===== src/lidar_frame_parser_crc8_unit_macros.svh =====
// assertion macros shared by the lidar frame parser rtl
// used by lidar_frame_parser_crc8_unit; expects clk_i and rst_ni in scope
`ifndef LIDAR_FRAME_PARSER_CRC8_UNIT_MACROS_SVH
`define LIDAR_FRAME_PARSER_CRC8_UNIT_MACROS_SVH

// same-cycle implication
`define LFPC_ASSERT_IMP(lbl, ante, cons) \
  lbl: assert property (@(posedge clk_i) disable iff (!rst_ni) (ante) |-> (cons)) \
    else $error("lfpc assertion failed");

// next-cycle implication
`define LFPC_ASSERT_NXT(lbl, ante, cons) \
  lbl: assert property (@(posedge clk_i) disable iff (!rst_ni) (ante) |=> (cons)) \
    else $error("lfpc assertion failed");

`endif


===== src/lfpc_pkg.sv =====
// package for the lidar frame parser: sizes, constants, crc step function
// no dependencies
package lfpc_pkg;

  localparam int MAX_POINTS = 12;
  localparam int PT_W       = $clog2(MAX_POINTS);
  localparam int CNT_W      = $clog2(MAX_POINTS + 1);
  localparam int SPAN_W     = 16;
  localparam int CFG_IDX_W  = 1;
  localparam int CFG_DATA_W = 16;

  localparam logic [CFG_IDX_W-1:0] CFG_HEADER_IDX = 1'd0;
  localparam logic [CFG_IDX_W-1:0] CFG_SPAN_IDX   = 1'd1;

  localparam logic [7:0]        HEADER_RST = 8'h54;
  localparam logic [SPAN_W-1:0] SPAN_RST   = 16'd1000;

  localparam logic [7:0] CRC_POLY   = 8'h4D;
  localparam logic [4:0] COUNT_MASK = 5'h1F;

  // angle arithmetic in centidegrees, wrapped at one turn
  localparam logic [16:0] ANGLE_MOD  = 17'd36000;
  localparam logic [16:0] ROUND_HALF = 17'd50;
  // x / 100 for x below one turn: (x * 5243) >> 19
  localparam logic [12:0] RECIP_100  = 13'd5243;
  localparam int          RECIP_SH   = 19;

  typedef struct packed {
    logic busy;
    logic done;
  } div_stat_t;

  function automatic logic [7:0] crc_feed(logic [7:0] c, logic [7:0] b);
    logic [7:0] x;
    x = c ^ b;
    for (int k = 0; k < 8; k++) begin
      x = x[7] ? ((x << 1) ^ CRC_POLY) : (x << 1);
    end
    return x;
  endfunction

endpackage


===== src/lfpc_if.sv =====
// channel interfaces of the lidar frame parser: byte in, point out, config write
// depends on lfpc_pkg
interface lfpc_in_if;
  logic       valid;
  logic       ready;
  logic [7:0] rx_byte;
  modport source (output valid, output rx_byte, input ready);
  modport sink   (input valid, input rx_byte, output ready);
endinterface

interface lfpc_out_if;
  logic        valid;
  logic        ready;
  logic [8:0]  angle_bin;
  logic [15:0] distance_mm;
  logic [7:0]  confidence;
  logic [3:0]  point_number;
  logic [15:0] frame_number;
  logic        last_point;
  modport source (output valid, output angle_bin, output distance_mm, output confidence,
                  output point_number, output frame_number, output last_point,
                  input ready);
  modport sink   (input valid, input angle_bin, input distance_mm, input confidence,
                  input point_number, input frame_number, input last_point,
                  output ready);
endinterface

interface lfpc_cfg_if;
  logic                               valid;
  logic                               ready;
  logic [lfpc_pkg::CFG_IDX_W-1:0]     addr;
  logic [lfpc_pkg::CFG_DATA_W-1:0]    data;
  modport source (output valid, output addr, output data, input ready);
  modport sink   (input valid, input addr, input data, output ready);
endinterface


===== src/lfpc_div.sv =====
// serial restoring divider, one quotient bit per cycle
// depends on lfpc_pkg
module lfpc_div (
  input  logic                             clk_i,
  input  logic                             rst_ni,
  input  logic                             start_i,
  input  logic [lfpc_pkg::SPAN_W-1:0]      dividend_i,
  input  logic [lfpc_pkg::CNT_W-1:0]       divisor_i,
  output lfpc_pkg::div_stat_t              stat_o,
  output logic [lfpc_pkg::SPAN_W-1:0]      quot_o,
  output logic [lfpc_pkg::CNT_W-1:0]       rem_o
);

  localparam int STEP_W = $clog2(lfpc_pkg::SPAN_W + 1);

  logic [lfpc_pkg::SPAN_W-1:0] dvd_q, dvd_d;
  logic [lfpc_pkg::CNT_W-1:0]  dvs_q;
  logic [lfpc_pkg::CNT_W-1:0]  rem_q, rem_d;
  logic [lfpc_pkg::CNT_W:0]    trial;
  logic [STEP_W-1:0]           step_q;
  logic                        busy_q, done_q;

  // shift in the next dividend bit and try a subtract
  always_comb begin
    trial = {rem_q, dvd_q[lfpc_pkg::SPAN_W-1]};
    if (trial >= {1'b0, dvs_q}) begin
      rem_d = lfpc_pkg::CNT_W'(trial - {1'b0, dvs_q});
      dvd_d = {dvd_q[lfpc_pkg::SPAN_W-2:0], 1'b1};
    end else begin
      rem_d = lfpc_pkg::CNT_W'(trial);
      dvd_d = {dvd_q[lfpc_pkg::SPAN_W-2:0], 1'b0};
    end
  end

  always_ff @(posedge clk_i or negedge rst_ni) begin
    if (!rst_ni) begin
      busy_q <= 1'b0;
      done_q <= 1'b0;
      step_q <= '0;
    end else begin
      done_q <= 1'b0;
      if (start_i) begin
        busy_q <= 1'b1;
        step_q <= STEP_W'(lfpc_pkg::SPAN_W);
      end else if (busy_q) begin
        step_q <= step_q - STEP_W'(1);
        if (step_q == STEP_W'(1)) begin
          busy_q <= 1'b0;
          done_q <= 1'b1;
        end
      end
    end
  end

  always_ff @(posedge clk_i) begin
    if (start_i) begin
      dvd_q <= dividend_i;
      dvs_q <= divisor_i;
      rem_q <= '0;
    end else if (busy_q) begin
      dvd_q <= dvd_d;
      rem_q <= rem_d;
    end
  end

  assign stat_o.busy = busy_q;
  assign stat_o.done = done_q;
  assign quot_o      = dvd_q;
  assign rem_o       = rem_q;

endmodule


===== src/lidar_frame_parser_crc8_unit.sv =====
// top level of the lidar frame parser: byte parser, crc-8 check, point store, point emitter
// depends on lfpc_pkg, lfpc_if, lfpc_div and the assertion macro header
// input: bytes are accepted whenever no frame is being emitted
// after a frame whose crc matches, input is held off while the span/count divider
//   runs (one quotient bit a cycle) and then while the points are emitted in turn,
//   each by reading the store and the angle bin, then loading the output register once it is free
// reset: parser back to header search, frame counter 0, header 0x54, span 1000;
//   the point store is not cleared
`include "lidar_frame_parser_crc8_unit_macros.svh"

module lidar_frame_parser_crc8_unit (
  input  logic        clk_i,
  input  logic        rst_ni,
  lfpc_cfg_if.sink    cfg_i,
  lfpc_in_if.sink     in_i,
  lfpc_out_if.source  out_o
);

  // parser phases
  localparam logic [1:0] PH_SEARCH = 2'd0;
  localparam logic [1:0] PH_FIXED  = 2'd1;
  localparam logic [1:0] PH_POINTS = 2'd2;
  localparam logic [1:0] PH_TAIL   = 2'd3;

  // emitter states
  localparam logic [1:0] EM_IDLE = 2'd0;
  localparam logic [1:0] EM_DIV  = 2'd1;
  localparam logic [1:0] EM_RD   = 2'd2;
  localparam logic [1:0] EM_OUT  = 2'd3;

  // byte offsets inside the fixed header and the tail
  localparam logic [2:0] POS_LEN     = 3'd1;
  localparam logic [2:0] POS_ANG_LO  = 3'd4;
  localparam logic [2:0] POS_ANG_HI  = 3'd5;
  localparam logic [2:0] POS_CRC     = 3'd4;

  localparam logic [1:0] SUB_LO   = 2'd0;
  localparam logic [1:0] SUB_HI   = 2'd1;
  localparam logic [1:0] SUB_CONF = 2'd2;

  localparam int PT_W  = lfpc_pkg::PT_W;
  localparam int CNT_W = lfpc_pkg::CNT_W;

  // configuration registers
  logic [7:0]                  header_q;
  logic [lfpc_pkg::SPAN_W-1:0] span_q;

  // parser state
  logic [1:0]        phase_q;
  logic [2:0]        pos_q;
  logic [1:0]        sub_q;
  logic [PT_W-1:0]   pt_wr_q;
  logic [CNT_W-1:0]  cnt_q;
  logic [7:0]        crc_q;
  logic [15:0]       start_q;
  logic [7:0]        dist_lo_q, dist_hi_q;
  logic [15:0]       frames_q;

  // point store, one entry per point: {confidence, distance}
  logic [23:0]       pt_mem [lfpc_pkg::MAX_POINTS];
  logic [23:0]       rd_data_q;
  logic              mem_we;

  // emitter state
  logic [1:0]        em_q;
  logic [CNT_W-1:0]  n_q;
  logic [15:0]       em_start_q;
  logic [15:0]       em_frame_q;
  logic [15:0]       qs_q;
  logic [CNT_W-1:0]  rs_q, r_q;
  logic [15:0]       acc_q;
  logic [PT_W-1:0]   pt_rd_q;
  logic [8:0]        bin_q;

  // output register
  logic              out_valid_q;
  logic [8:0]        o_bin_q;
  logic [15:0]       o_dist_q;
  logic [7:0]        o_conf_q;
  logic [3:0]        o_num_q;
  logic [15:0]       o_frame_q;
  logic              o_last_q;

  logic              in_fire, cfg_fire, frame_ok, out_load, em_last;
  logic [4:0]        len_raw;
  logic [CNT_W-1:0]  len_cnt;

  lfpc_pkg::div_stat_t         div_stat;
  logic [lfpc_pkg::SPAN_W-1:0] div_quot;
  logic [CNT_W-1:0]            div_rem;

  // angle stepping
  logic [16:0]       acc0_sum, qs_sum, acc_sum;
  logic [15:0]       acc0, qs_mod, acc_next;
  logic [CNT_W:0]    r_sum;
  logic [CNT_W-1:0]  r_next;
  logic              r_carry;
  logic [28:0]       bin_prod;

  assign in_fire  = in_i.valid && in_i.ready;
  assign cfg_fire = cfg_i.valid && cfg_i.ready;

  assign cfg_i.ready = 1'b1;
  // bytes are held off while a good frame is turned into points
  assign in_i.ready  = (em_q == EM_IDLE);

  // point count: zero or above the maximum means the maximum
  assign len_raw = in_i.rx_byte[4:0] & lfpc_pkg::COUNT_MASK;
  assign len_cnt = (len_raw == 5'd0 || 32'(len_raw) > lfpc_pkg::MAX_POINTS)
                 ? CNT_W'(lfpc_pkg::MAX_POINTS) : CNT_W'(len_raw);

  // last byte of the tail is the crc; compare against everything before it
  assign frame_ok = in_fire && (phase_q == PH_TAIL) && (pos_q == POS_CRC) &&
                    (crc_q == in_i.rx_byte);

  assign mem_we = in_fire && (phase_q == PH_POINTS) && (sub_q == SUB_CONF);

  // ---------------------------------------------------------------------
  // configuration
  // ---------------------------------------------------------------------
  always_ff @(posedge clk_i or negedge rst_ni) begin
    if (!rst_ni) begin
      header_q <= lfpc_pkg::HEADER_RST;
      span_q   <= lfpc_pkg::SPAN_RST;
    end else if (cfg_fire) begin
      case (cfg_i.addr)
        lfpc_pkg::CFG_HEADER_IDX: header_q <= cfg_i.data[7:0];
        lfpc_pkg::CFG_SPAN_IDX:   span_q   <= cfg_i.data[lfpc_pkg::SPAN_W-1:0];
        default: ;
      endcase
    end
  end

  // ---------------------------------------------------------------------
  // byte parser
  // ---------------------------------------------------------------------
  always_ff @(posedge clk_i or negedge rst_ni) begin
    if (!rst_ni) begin
      phase_q  <= PH_SEARCH;
      pos_q    <= '0;
      sub_q    <= SUB_LO;
      pt_wr_q  <= '0;
      cnt_q    <= CNT_W'(lfpc_pkg::MAX_POINTS);
      crc_q    <= '0;
      start_q  <= '0;
      frames_q <= '0;
    end else if (in_fire) begin
      case (phase_q)
        PH_SEARCH: begin
          if (in_i.rx_byte == header_q) begin
            crc_q   <= lfpc_pkg::crc_feed(8'd0, in_i.rx_byte);
            pos_q   <= POS_LEN;
            phase_q <= PH_FIXED;
          end
        end
        PH_FIXED: begin
          crc_q <= lfpc_pkg::crc_feed(crc_q, in_i.rx_byte);
          case (pos_q)
            POS_LEN:    cnt_q         <= len_cnt;
            POS_ANG_LO: start_q[7:0]  <= in_i.rx_byte;
            POS_ANG_HI: start_q[15:8] <= in_i.rx_byte;
            default: ;
          endcase
          pos_q <= pos_q + 3'd1;
          if (pos_q == POS_ANG_HI) begin
            phase_q <= PH_POINTS;
            sub_q   <= SUB_LO;
            pt_wr_q <= '0;
          end
        end
        PH_POINTS: begin
          crc_q <= lfpc_pkg::crc_feed(crc_q, in_i.rx_byte);
          if (sub_q == SUB_CONF) begin
            sub_q   <= SUB_LO;
            pt_wr_q <= pt_wr_q + PT_W'(1);
            if (CNT_W'(pt_wr_q) + CNT_W'(1) == cnt_q) begin
              phase_q <= PH_TAIL;
              pos_q   <= '0;
            end
          end else begin
            sub_q <= sub_q + 2'd1;
          end
        end
        default: begin
          // tail: end angle and timestamp only go into the crc, crc byte closes
          if (pos_q != POS_CRC) begin
            crc_q <= lfpc_pkg::crc_feed(crc_q, in_i.rx_byte);
            pos_q <= pos_q + 3'd1;
          end else begin
            phase_q <= PH_SEARCH;
            pos_q   <= '0;
            if (frame_ok) begin
              frames_q <= frames_q + 16'd1;
            end
          end
        end
      endcase
    end
  end

  // distance bytes wait here until the confidence byte completes the entry
  always_ff @(posedge clk_i) begin
    if (in_fire && phase_q == PH_POINTS) begin
      if (sub_q == SUB_LO) dist_lo_q <= in_i.rx_byte;
      if (sub_q == SUB_HI) dist_hi_q <= in_i.rx_byte;
    end
  end

  // point store: written by the parser, read by the emitter, never both at once
  always_ff @(posedge clk_i) begin
    if (mem_we) begin
      pt_mem[pt_wr_q] <= {in_i.rx_byte, dist_hi_q, dist_lo_q};
    end
    if (em_q == EM_RD) begin
      rd_data_q <= pt_mem[pt_rd_q];
    end
  end

  // ---------------------------------------------------------------------
  // span / count divider, once per good frame
  // ---------------------------------------------------------------------
  lfpc_div u_div (
    .clk_i      (clk_i),
    .rst_ni     (rst_ni),
    .start_i    (frame_ok),
    .dividend_i (span_q),
    .divisor_i  (cnt_q),
    .stat_o     (div_stat),
    .quot_o     (div_quot),
    .rem_o      (div_rem)
  );

  // ---------------------------------------------------------------------
  // angle of point i in centidegrees, kept modulo one turn:
  //   acc_i = (start + 50 + floor(i * span / n)) mod 36000
  // stepped as acc += span div n, with the remainder carried in r
  // ---------------------------------------------------------------------
  always_comb begin
    acc0_sum = {1'b0, em_start_q} + lfpc_pkg::ROUND_HALF;
    acc0     = (acc0_sum >= lfpc_pkg::ANGLE_MOD)
             ? 16'(acc0_sum - lfpc_pkg::ANGLE_MOD) : 16'(acc0_sum);
    qs_sum   = {1'b0, div_quot};
    qs_mod   = (qs_sum >= lfpc_pkg::ANGLE_MOD)
             ? 16'(qs_sum - lfpc_pkg::ANGLE_MOD) : 16'(qs_sum);

    r_sum   = {1'b0, r_q} + {1'b0, rs_q};
    r_carry = (r_sum >= {1'b0, n_q});
    r_next  = r_carry ? CNT_W'(r_sum - {1'b0, n_q}) : CNT_W'(r_sum);
    acc_sum = {1'b0, acc_q} + {1'b0, qs_q} + {16'd0, r_carry};
    acc_next = (acc_sum >= lfpc_pkg::ANGLE_MOD)
             ? 16'(acc_sum - lfpc_pkg::ANGLE_MOD) : 16'(acc_sum);

    // whole degrees by reciprocal multiply, exact below one turn
    bin_prod = 29'(acc_q * lfpc_pkg::RECIP_100);
  end

  assign em_last  = (CNT_W'(pt_rd_q) + CNT_W'(1) == n_q);
  assign out_load = (em_q == EM_OUT) && (!out_valid_q || out_o.ready);

  // ---------------------------------------------------------------------
  // point emitter
  // ---------------------------------------------------------------------
  always_ff @(posedge clk_i or negedge rst_ni) begin
    if (!rst_ni) begin
      em_q        <= EM_IDLE;
      out_valid_q <= 1'b0;
    end else begin
      case (em_q)
        EM_IDLE: if (frame_ok)          em_q <= EM_DIV;
        EM_DIV:  if (div_stat.done)     em_q <= EM_RD;
        EM_RD:                          em_q <= EM_OUT;
        EM_OUT:  if (out_load)          em_q <= em_last ? EM_IDLE : EM_RD;
        default:                        em_q <= EM_IDLE;
      endcase
      if (out_load) begin
        out_valid_q <= 1'b1;
      end else if (out_o.ready) begin
        out_valid_q <= 1'b0;
      end
    end
  end

  always_ff @(posedge clk_i) begin
    if (frame_ok) begin
      n_q        <= cnt_q;
      em_start_q <= start_q;
      em_frame_q <= frames_q;
    end
    if (em_q == EM_DIV && div_stat.done) begin
      qs_q    <= qs_mod;
      rs_q    <= div_rem;
      acc_q   <= acc0;
      r_q     <= '0;
      pt_rd_q <= '0;
    end
    if (em_q == EM_RD) begin
      bin_q <= bin_prod[lfpc_pkg::RECIP_SH +: 9];
    end
    if (out_load) begin
      o_bin_q   <= bin_q;
      o_dist_q  <= rd_data_q[15:0];
      o_conf_q  <= rd_data_q[23:16];
      o_num_q   <= 4'(pt_rd_q);
      o_frame_q <= em_frame_q;
      o_last_q  <= em_last;
      acc_q     <= acc_next;
      r_q       <= r_next;
      pt_rd_q   <= pt_rd_q + PT_W'(1);
    end
  end

  assign out_o.valid        = out_valid_q;
  assign out_o.angle_bin    = o_bin_q;
  assign out_o.distance_mm  = o_dist_q;
  assign out_o.confidence   = o_conf_q;
  assign out_o.point_number = o_num_q;
  assign out_o.frame_number = o_frame_q;
  assign out_o.last_point   = o_last_q;

  // ---------------------------------------------------------------------
  // assertions
  // ---------------------------------------------------------------------
  // the divider only runs for the frame being emitted
  `LFPC_ASSERT_IMP(a_div_owned, div_stat.busy, em_q == EM_DIV)
  // the parser never writes the store while points are read out
  `LFPC_ASSERT_IMP(a_no_wr_in_emit, mem_we, em_q == EM_IDLE)
  // the angle accumulator and remainder stay reduced while stepping
  `LFPC_ASSERT_IMP(a_acc_range, em_q == EM_RD || em_q == EM_OUT,
                   acc_q < 16'(lfpc_pkg::ANGLE_MOD) && r_q < n_q)
  // a good crc starts the divider on the next cycle
  `LFPC_ASSERT_NXT(a_div_start, frame_ok, div_stat.busy && em_q == EM_DIV)

endmodule


===== src/flat_wrapper.sv =====
// flat-port wrapper written by rule: the top's interface ports become plain ports
module lidar_frame_parser_crc8_unit_flat 
  (clk_i, rst_ni, cfg_i_valid, cfg_i_addr, cfg_i_data, cfg_i_ready, in_i_valid, in_i_rx_byte, in_i_ready, out_o_valid, out_o_angle_bin, out_o_distance_mm, out_o_confidence, out_o_point_number, out_o_frame_number, out_o_last_point, out_o_ready);
  lfpc_cfg_if cfg_i_i ();
  lfpc_in_if in_i_i ();
  lfpc_out_if out_o_i ();
  input  logic clk_i;
  input  logic rst_ni;
  input wire logic [$bits(cfg_i_i.valid)-1:0] cfg_i_valid;
  input wire logic [$bits(cfg_i_i.addr)-1:0] cfg_i_addr;
  input wire logic [$bits(cfg_i_i.data)-1:0] cfg_i_data;
  output wire logic [$bits(cfg_i_i.ready)-1:0] cfg_i_ready;
  input wire logic [$bits(in_i_i.valid)-1:0] in_i_valid;
  input wire logic [$bits(in_i_i.rx_byte)-1:0] in_i_rx_byte;
  output wire logic [$bits(in_i_i.ready)-1:0] in_i_ready;
  output wire logic [$bits(out_o_i.valid)-1:0] out_o_valid;
  output wire logic [$bits(out_o_i.angle_bin)-1:0] out_o_angle_bin;
  output wire logic [$bits(out_o_i.distance_mm)-1:0] out_o_distance_mm;
  output wire logic [$bits(out_o_i.confidence)-1:0] out_o_confidence;
  output wire logic [$bits(out_o_i.point_number)-1:0] out_o_point_number;
  output wire logic [$bits(out_o_i.frame_number)-1:0] out_o_frame_number;
  output wire logic [$bits(out_o_i.last_point)-1:0] out_o_last_point;
  input wire logic [$bits(out_o_i.ready)-1:0] out_o_ready;
  assign cfg_i_i.valid = cfg_i_valid;
  assign cfg_i_i.addr = cfg_i_addr;
  assign cfg_i_i.data = cfg_i_data;
  assign cfg_i_ready = cfg_i_i.ready;
  assign in_i_i.valid = in_i_valid;
  assign in_i_i.rx_byte = in_i_rx_byte;
  assign in_i_ready = in_i_i.ready;
  assign out_o_valid = out_o_i.valid;
  assign out_o_angle_bin = out_o_i.angle_bin;
  assign out_o_distance_mm = out_o_i.distance_mm;
  assign out_o_confidence = out_o_i.confidence;
  assign out_o_point_number = out_o_i.point_number;
  assign out_o_frame_number = out_o_i.frame_number;
  assign out_o_last_point = out_o_i.last_point;
  assign out_o_i.ready = out_o_ready;
  lidar_frame_parser_crc8_unit u_core (.clk_i(clk_i), .rst_ni(rst_ni), .cfg_i(cfg_i_i), .in_i(in_i_i), .out_o(out_o_i));
endmodule

===== config.mk =====
export PLATFORM = sky130hd
export DESIGN_NAME = lidar_frame_parser_crc8_unit_flat
export DESIGN_NICKNAME = d
export VERILOG_FILES = /design/src/lfpc_pkg.sv /design/src/lfpc_if.sv /design/src/lfpc_div.sv /design/src/lidar_frame_parser_crc8_unit.sv /design/src/flat_wrapper.sv
export VERILOG_INCLUDE_DIRS = /design/src /design/src/src
export SDC_FILE = /design/constraint.sdc
export NUM_CORES = 1
export LEC_CHECK = 0
export BUFFER_PORTS_ARGS = -buffer_cell sky130_fd_sc_hd__buf_2
export CORE_AREA = 2 2 269 271
export DETAILED_ROUTE_END_ITERATION = 8
export DIE_AREA = 0 0 271 273
export PLACE_DENSITY = 0.57
export SLEW_MARGIN = 20
export SYNTH_ARGS = -nofsm -noshare
export SYNTH_HDL_FRONTEND = slang
export SYNTH_SLANG_ARGS = --single-unit

===== constraint.sdc =====
create_clock -name clk_i -period 7.16 [get_ports clk_i]
set_input_delay 1.432 -clock clk_i [delete_from_list [all_inputs] [get_ports clk_i]]
set_output_delay 1.432 -clock clk_i [all_outputs]
set_load 0.02 [all_outputs]

==> impl_metrics.toml <==
[cells_and_area]
final_common_cell = "edfxtp_1"
synthToLayoutAreaGrowth_pct = 12.84
drive_gt1_share_pct = 18.44
antennaDiodeCount = 0
final_cell_mix = "487 x edfxtp_1, 155 x inv_1, 149 x ha_1, 114 x nand2_1, 96 x xnor2_1"
nets = 2280
fillers = 6253
instances_no_fill = 3022

[critical_path]
cp_slowest_cell = "fa_1"
critical_path_class = "reg -> reg"
crit_required_ps = 7610
startpoint = "u_core.r_q[0]$_SDFFCE_PN0P_"
cp-start-kind = "register"
r2r_start = "u_core.r_q[0]$_SDFFCE_PN0P_"
rrSetupSlack_ps = 1480
critPathMaxStageDelay_ps = 500
reg2reg_depth = 21
arrival_ps = 6130
critPathCaptureType = "register"
crit_path_end = "u_core.acc_q[12]$_DFFE_PP_"
cp_max_fo = 7
crit_chain = "ha_1, fa_1, ha_1, a21o_1, a21o_1, a31o_2, a21boi_1, fa_1, fa_1, nand2b_1, a21oi_1, a2111oi_2, xnor2_1, inv_1, ha_1, o41ai_1, a211oi_1, o211ai_2, nand2_1, or3_1, a31oi_1"
r2r_end = "u_core.acc_q[12]$_DFFE_PP_"

[clock_tree]
worstSkewPairLatency_ps = 660
htree_num_levels = 2
cts_resized = 0
clockRootBuffer = "clkbuf_16"
clock_path_buffers = 3
cts_hold_buf = 0
cts_buffers = 59
cts_tree = "built"
cts.sinks = 580
path_clk_slew_ps = 60
postCtsSetupBuffers = 0

[drt]
wirelength_um = 60310
vias_per_cell = 5.110
ant_nets = 0
firstDrtPassIters = 5
first_iter_violations = 1072
num_vias = 15443
drc = 0
wl_per_cell_um = 19.96

[die]
rows = 98
die_w_um = 271
coreArea_um2 = 71000
initial_core_util_pct = 39.76
ios = 87
die_area_um2 = 73980
fp.dieH_um = 273

[placed_design]
io_buffers = 85
placed_cells = 2911
place.gp.congestion = 0.8215
pre_cts_slack_ps = 1522
dp.final_hpwl_um = 38920

[sta]
finalClockSkew_ps = 61.09
fin_crit_sh_pct = 79.31
rsz0062_at_grt = "false"
fmax_mhz = 176.1
post-route-min-period_ps = 5679
fin_ws_ps = 1481
setup-violations-final = 0
tightest_slew_ps = 1060
tns_ps = 0
finalMaxSlewViolations = 0
maxSlewHeadroom_pct = 28.71
hold_viol_final = 0

[grt]
grt_pass1_vias = 16019
grt-ovfl-total = 0
grt_max_degree = 70
track_usage_pct = 16.30
grt_pass1_wl_um = 92830
antenna_found_initial = 1

[worst_hold_path]
hold_class = "reg -> reg"

[pwr]
p_per_area_nw_per_um2 = 250.1
p_leak_nw = 12.40
vdd.ir_drop.worst_mv = 0.2218

[logic_synthesis]
synth_top_area_cell = "edfxtp_1"
ys_types = 78
synth-async-reset-ratio_pct = 15.34
synth_edf_count = 487
synthFlopType = "edfxtp_1"
avgSynthCellArea_um2 = 14.80
synth-seq-area-share_pct = 60.03
synth_warnings = 0
netlist_area_um2 = 28230
synth_cells = 1907
synth_area_leaders = "edfxtp_1 52%, dfrtp_1 6.9%, ha_1 6.6%"
synth_fp_nets = 2165
ys_ff_latch = 580
netlist.area_leader.share_pct = 51.81

[job]
maxCapViolCount = 0

[run_status]
status = "complete, no violations"
-- synthesized netlist by cell type (13+ instances only) --
master	number
edfxtp_1	487
inv_1	155
ha_1	149
nand2_1	114
xnor2_1	96
o21ai_0	87
fa_1	79
dfrtp_1	78
nor2_1	74
mux4_2	72
mux2_2	58
a21oi_1	50
xor2_1	48
clkbuf_1	46
mux2i_1	34
nand3_1	29
nor3_1	22
a21o_1	18
nand2b_1	15
and3_1	14
nand4_1	13
or3_1	13
-- power breakdown --
| part | switching (W) | total [W] | internal [W] | leakage, nW |
|---|---|---|---|---|
| clock network | 0.00135 | 0.00311 | 0.00176 | 0.961 |
| registers | 0.000157 | 0.00401 | 0.00386 | 5.60 |
| logic | 0.000459 | 0.000844 | 0.000385 | 5.84 |
| total | 0.00196 | 0.00797 | 0.00600 | 12.4 |
-- kinds of logic (layout without fill, tap and decap cells) --
| family | count (synthesis) | after routing | share of synthesized area, % |
|---|---|---|---|
| AOI/OAI and AO/OA | 228 | 228 | 5.186 |
| xor gates and xnor gates | 144 | 144 | 4.468 |
| adders and majority gates | 228 | 228 | 12.21 |
| buffers and inverters | 219 | 384 | 2.992 |
| DFF | 580 | 580 | 60.03 |
| muxes | 164 | 164 | 9.265 |
| other | 1 | 1 | 0.01329 |
| and+or+nand+nor | 343 | 343 | 5.834 |
-- critical path: cells and delay by family, from the launching register on --
kind                       cells  cell delay [ps]
buffers and inverters          1              100
AOI/OAI and AO/OA             10             2260
and+or+nand+nor                3              750
xor gates and xnor gates       1              190
adders and majority gates      6             1870
DFF                            1              370
-- flip-flops by register name, indices dropped and copies added (netlist names), 9 cells and up --
register / flops
u_core.span_q: 16
u_core.start_q: 16
u_core.out_o.frame_number: 16
u_core.out_o.distance_mm: 16
u_core.em_start_q: 16
u_core.rd_data_q: 24
u_core.acc_q: 16
u_core.frames_q: 16
u_core.u_div.quot_o: 16
u_core.out_o.angle_bin: 9
u_core.em_frame_q: 16
u_core.qs_q: 16
u_core.bin_q: 9
u_core.pt_mem: 288
-- worst min-delay path by stage --
stage / start / to / slack, ps / cells past startpoint
after floorplan: u_core.bin_q[0]$_DFFE_PP_ / u_core.out_o.angle_bin[0]$_DFFE_PP_ / 400 / 0
after global placement: u_core.em_frame_q[14]$_DFFE_PP_ / u_core.out_o.frame_number[14]$_DFFE_PP_ / 400 / 0
after detailed placement: u_core.rd_data_q[2]$_DFFE_PP_ / u_core.out_o.distance_mm[2]$_DFFE_PP_ / 400 / 0
after CTS: u_core.rd_data_q[2]$_DFFE_PP_ / u_core.out_o.distance_mm[2]$_DFFE_PP_ / 410 / 0
after global routing: u_core.bin_q[0]$_DFFE_PP_ / u_core.out_o.angle_bin[0]$_DFFE_PP_ / 420 / 0
final: u_core.start_q[0]$_DFFE_PN0P_ / u_core.em_start_q[0]$_DFFE_PP_ / 410 / 0
-- per-stage QoR --
stage	util, %	power [W]	area, um^2	hold slack, ps
after floorplan	-	0.004700	28230	400.3
after global placement	42.10	0.004898	29890	401.3
after detailed placement	42.10	0.004926	29890	404.5
after CTS	44.86	0.008043	31850	408.0
after global routing	44.86	0.008296	31850	424.9
final	44.86	0.007965	31850	411.8
-- area by class of cell --
type	instances	area, um^2	area share (%)
Clock buffer	71	1531	4.808
Tap cell	950	1189	3.732
Multi-Input combinational cell	1108	10500	32.97
Clock inverter	40	430.4	1.351
Timing Repair Buffer	117	668.1	2.098
Inverter	156	585.6	1.838
Sequential cell	580	16950	53.20
-- routing by layer --
layer / up-vias / track usage (%) / share of wire (%) / wire (um)
met3: 95 / 1.907 / 3.4 / 2027
met5: - / 0 / 0 / 0
met4: 0 / 5.176 / 2.9 / 1751
li1: 7227 / - / - / -
met1: 7848 / 21.75 / 45 / 26880
met2: 273 / 27.91 / 49 / 29650
Note: power is estimated with default switching activity, not from simulation.
